[src/design/hc20_pkg.sv]
// Shared types and constants for the HChaCha20 subkey derivation block.
// No dependencies; used by hc20_cell and hchacha20_subkey_derivation.
package hc20_pkg;

  localparam int unsigned WORD_W = 32;
  localparam int unsigned NUM_WORDS = 16;
  localparam int unsigned CFG_INDEX_W = 3;

  // Configuration register indexes.
  localparam logic [CFG_INDEX_W-1:0] REG_KEY_WORD_0 = 3'd0;
  localparam logic [CFG_INDEX_W-1:0] REG_KEY_WORD_1 = 3'd1;
  localparam logic [CFG_INDEX_W-1:0] REG_KEY_WORD_2 = 3'd2;
  localparam logic [CFG_INDEX_W-1:0] REG_KEY_WORD_3 = 3'd3;

  // The four ChaCha constant words.
  localparam logic [WORD_W-1:0] SIGMA_0 = 32'h6170_7865;
  localparam logic [WORD_W-1:0] SIGMA_1 = 32'h3320_646e;
  localparam logic [WORD_W-1:0] SIGMA_2 = 32'h7962_2d32;
  localparam logic [WORD_W-1:0] SIGMA_3 = 32'h6b20_6574;

  typedef logic [NUM_WORDS-1:0][WORD_W-1:0] state_t;

  typedef struct packed {
    logic [63:0] nonce_high;
    logic [63:0] nonce_low;
  } request_t;

  typedef struct packed {
    logic [63:0] subkey_word_3;
    logic [63:0] subkey_word_2;
    logic [63:0] subkey_word_1;
    logic [63:0] subkey_word_0;
  } result_t;

endpackage

[src/design/hc20_cell.sv]
// One column round of ChaCha, split over two register stages.
// Depends on hc20_pkg for the state type.
module hc20_cell (
  input  logic             clk,
  input  logic             rst,
  input  logic             valid_in,
  input  hc20_pkg::state_t state_in,
  output logic             valid_out,
  output hc20_pkg::state_t state_out
);

  // First half of a quarter round on all four columns: rotations 16 and 12.
  function automatic hc20_pkg::state_t half_first(hc20_pkg::state_t s);
    hc20_pkg::state_t t;
    logic [31:0] a, b, c, d;
    t = s;
    for (int i = 0; i < 4; i++) begin
      a = s[i];
      b = s[4 + i];
      c = s[8 + i];
      d = s[12 + i];
      a = a + b;
      d = d ^ a;
      d = {d[15:0], d[31:16]};
      c = c + d;
      b = b ^ c;
      b = {b[19:0], b[31:20]};
      t[i] = a;
      t[4 + i] = b;
      t[8 + i] = c;
      t[12 + i] = d;
    end
    return t;
  endfunction

  // Second half of a quarter round on all four columns: rotations 8 and 7.
  function automatic hc20_pkg::state_t half_second(hc20_pkg::state_t s);
    hc20_pkg::state_t t;
    logic [31:0] a, b, c, d;
    t = s;
    for (int i = 0; i < 4; i++) begin
      a = s[i];
      b = s[4 + i];
      c = s[8 + i];
      d = s[12 + i];
      a = a + b;
      d = d ^ a;
      d = {d[23:0], d[31:24]};
      c = c + d;
      b = b ^ c;
      b = {b[24:0], b[31:25]};
      t[i] = a;
      t[4 + i] = b;
      t[8 + i] = c;
      t[12 + i] = d;
    end
    return t;
  endfunction

  logic             mid_valid;
  hc20_pkg::state_t mid_state;

  always_ff @(posedge clk) begin
    if (rst) begin
      mid_valid <= 1'b0;
      valid_out <= 1'b0;
    end else begin
      mid_valid <= valid_in;
      valid_out <= mid_valid;
    end
  end

  always_ff @(posedge clk) begin
    mid_state <= half_first(state_in);
    state_out <= half_second(mid_state);
  end

endmodule

[config.mk]
export PLATFORM = sky130hd
export DESIGN_NAME = hc20_cell
export DESIGN_NICKNAME = d
export VERILOG_FILES = /design/src/design/hc20_pkg.sv /design/src/design/hc20_cell.sv
export SDC_FILE = /design/constraint.sdc
export NUM_CORES = 2
export LEC_CHECK = 0
export ABC_CLOCK_PERIOD_IN_PS = 7100
export BUFFER_PORTS_ARGS = -buffer_cell sky130_fd_sc_hd__buf_4
export CAP_MARGIN = 20
export CORE_AREA = 2 2 406 408
export DETAILED_ROUTE_END_ITERATION = 12
export DIE_AREA = 0 0 408 410
export SYNTH_ARGS = -nofsm -noshare
export SYNTH_HDL_FRONTEND = slang
export SYNTH_SLANG_ARGS = --single-unit
[constraint.sdc]
create_clock -name clk -period 7.1 [get_ports clk]
set_input_delay 1.42 -clock clk [delete_from_list [all_inputs] [get_ports clk]]
set_output_delay 1.42 -clock clk [all_outputs]
set_load 0.03 [all_outputs]
Word-level counts from Yosys, hierarchy flattened
Cells that the tools add are included.

Register bits: 1026. Word-level logic and storage cells: 66. Output and inout port bits: 513.

Add/sub/neg operators: 16. Bitwise logic cells: 16.

Operator list (number): $add 32x32->32 (16); $xor 32x32->32 (16).

Depth between registers and ports, before layout
Depth in word-level cells: 4. Mapped depth: 26.

Worst setup path before layout
Ideal clock, no wire load.

Kind: in2reg. Start: in state_in[96] (netlist bit). End: reg mid_state[234] (netlist bit). Setup slack: 0.874 ns. Path buffers: 0. Stages: 24. Arrival time: 6.095 ns. Library setup time: 0.132 ns. Path through: ha_1 > inv_1 > fa_1 > nor2b_1 > o21ai_1 > a21boi_1 > o41a_1 > o21ai_0 > a31oi_1 > xor2_1 > xor2_1 > ha_1 > inv_1 > fa_1 > nor2b_1 > o2111ai_1 > a31oi_1 > o21ai_0 > o21ai_0 > a21oi_1 > o21ai_0 > a21oi_1 > o21ai_0 > xor3_1.

Word-level cells in the longest chain between the ends: 4.

Ends and longest elaborated chain: start: declaration (RTL line hc20_cell.sv:7) `input hc20_pkg::state_t state_in,`; $add 32x32->32 (RTL line hc20_cell.sv:22) `a = a + b;`; $xor 32x32->32 (RTL line hc20_cell.sv:23) `d = d ^ a;`; $add 32x32->32 (RTL line hc20_cell.sv:25) `c = c + d;`; $xor 32x32->32 (RTL line hc20_cell.sv:26) `b = b ^ c;`; end signal: assignment (RTL line hc20_cell.sv:74) `mid_state <= half_first(state_in);`; end: declaration (RTL line hc20_cell.sv:61) `hc20_pkg::state_t mid_state;`.

Every way passes these cells. A chain may end at the register's enable or synchronous reset.

Worst setup path in the final report
Start: in state_in[0] (netlist bit). End: reg mid_state[136] (netlist bit).

The elaborated chain is that of the path after synthesis.

==> qor.txt <==
gr ovfl total = 0
CP max-delay cell = o41ai_1
Top delay family on crit path = compound AO/OA/AOI/OAI gates
maximum capacitance violations = 0
clock buffers created by TritonCTS = 117
CP Class = primary input to register
final setup violation count = 0
Least-Margin Pin Slew = 1.18 ns
fmax = 0.146 GHz
CP Buf/Inv Count = 5
Initial Utilization = 30.1%
Yosys top cell by area = dfxtp_1
crit-path most repeated cell = buf_4
final hold viol count = 0
Synth Cell Area = 49,300 µm²
Crit path arrival time = 7.51 ns
post-synth top area share = 41.7%
antenna violations before repair = 28
first-pass GRT wire length = 340,000 µm
die area = 167,000 µm²
yosys warns = 0
DRC viols = 0
hold_buf cts = 0
Avg Cell Area, Syn = 10.2 µm²
worst endpoint required time = 7.75 ns
Vias/cell = 5.04
antenna-violating nets left = 0
EDFF count, synth = 0
type of the worst min-delay path = register to register
vias in the first global route = 42,900
Crit. End Element = register
Clock Latency Late Sink = 0.80 ns
crit path time final = 6.85 ns
# H-tree levels = 3
RSZ-0062 raised after global routing = false
layout cells sized above 1 = 27.5%
ys flop type = dfxtp_1
Routed WL = 254,000 µm
register area share after synthesis = 41.7%
startpoint types = primary input
top-count cell post-synth = dfxtp_1
CTS tree = done
syn nets = 5,850
top post-synthesis cells by area = dfxtp_1 (42%), ha_1 (13%), xor2_1 (11%), xnor2_1 (6.3%), a21oi_1 (3.8%)
first-pass iteration count of the detailed router = 7
Synth async-reset ratio = 0%
crit share post-route = 96.5%
GRT Total Usage = 29.2%
CP peak stage delay = 0.52 ns
Slew HR = 21.4%
core area = 163,000 µm²
total number of vias = 44,000
clk sinks = 1,026
final hold slack = 0.436 ns
# IOs = 1,028
row count = 149
largest net degree at the start of global routing = 19
CP Max Fanout = 4
run status = completed
Iter 0 DRT Violations = 3,447
final clock skew = 0.0751 ns
hpwl dp = 224,000 µm
R2R Setup Slk = 0.30 ns
synthesized flop and latch total = 1,026
Clock Tree Buf Depth = 3
most frequent cells after synthesis = dfxtp_1 (1,026), xor2_1 (599), ha_1 (496)
Port Buf Inserts = 1,027
clock slew at reported path FFs = 0.06 ns
die height = 410 µm
WL/cell = 29.1 µm
CTS Root Cell = clkbuf_16
routability cong. = 1.03
post-layout net count = 7,454
Slew Limit Fails = 0
Synth cell types = 90
cells after synthesis = 4,823
Area Overhead vs Synth = 37.3%
die width = 408 µm
==> stage by stage <==
stage	instances	setup TNS (ns)	util, %	setup slack (ns)	instance area, µm²
floorplan	4823	0	-	0.874	49300
detailed placement	8495	-14.07	38.7	-0.734	63300
global route	8720	0	41.4	0.0000790	67600
finish	8728	0	41.4	0.246	67600
global placement	8495	-12.92	38.7	-0.614	63300
CTS	8715	0	41.3	0.0332	67500
==> registers in the layout, indices dropped and copies added, names as in the netlist <==
signal     flops
mid_state    512
valid_out      1
mid_valid      1
state_out    512
==> kinds of logic (layout without fill, tap and decap cells) <==
kind of cell | Yosys count | count (layout) | share of synthesized area, %
XOR/XNOR | 987 | 987 | 18.4
AND/OR/NAND/NOR | 873 | 873 | 8.65
AO/OA/AOI/OAI | 1232 | 1232 | 16.5
buffers and inverters | 191 | 1896 | 1.47
flip-flops | 1026 | 1026 | 41.7
other | 0 | 11 | 0
multiplexers | 2 | 2 | 0.0457
adder cells (fa/ha/maj) | 512 | 512 | 13.2
==> placed cells by master, fill, tap and decap left out, drive strengths merged, types with 42 or more instances in the layout <==
| master | instances |
|---|---|
| inv | 163 |
| buf | 1519 |
| xnor2 | 359 |
| o21ai | 207 |
| nand2 | 191 |
| clkbuf | 152 |
| nor3 | 73 |
| clkinv | 42 |
| o21a | 69 |
| xor2 | 599 |
| o21bai | 78 |
| dfxtp | 1026 |
| nor2 | 241 |
| a21oi | 379 |
| a211oi | 48 |
| nand2b | 53 |
| nor2b | 58 |
| nand3 | 78 |
| ha | 496 |
| a21o | 195 |
==> what timing repair did <==
action	4_1_cts	5_1_grt
gates cloned	0	0
endpoints found under the setup margin	1	27
buffers inserted	0	2
pin swaps	0	4
gates resized for setup	1	17
==> routing by layer <==
layer,global-route usage [%],routed length (µm),vias up
met5,0,88,-
li1,-,-,20300
met2,46.2,113000,1960
met3,5.89,18400,456
met1,37.3,108000,21200
met4,15.5,15000,12
==> layout make-up <==
cell class	instances	area, µm²
diodes	11	27.5
repair buffers	1519	11500
inverters	157	589
well taps	2189	2740
clock buffers	152	3310
clock inverters	68	877
flip-flops and latches	1026	20500
fillers	16100	95800
multi-input cells	3606	28100
==> final timing paths <==
check | from | end | cells after the start
worst max-delay path | state_in[0] | mid_state[136]$_DFF_P_ | 27
worst min-delay path | mid_valid$_SDFF_PP0_ | valid_out$_SDFF_PP0_ | 1
worst max register to register | mid_state[192]$_DFF_P_ | state_out[195]$_DFF_P_ | 30
worst min register to register | mid_valid$_SDFF_PP0_ | valid_out$_SDFF_PP0_ | 1
Power is not shown: default switching activity piles up to over one toggle a cycle in this logic, so the estimate is an artifact.
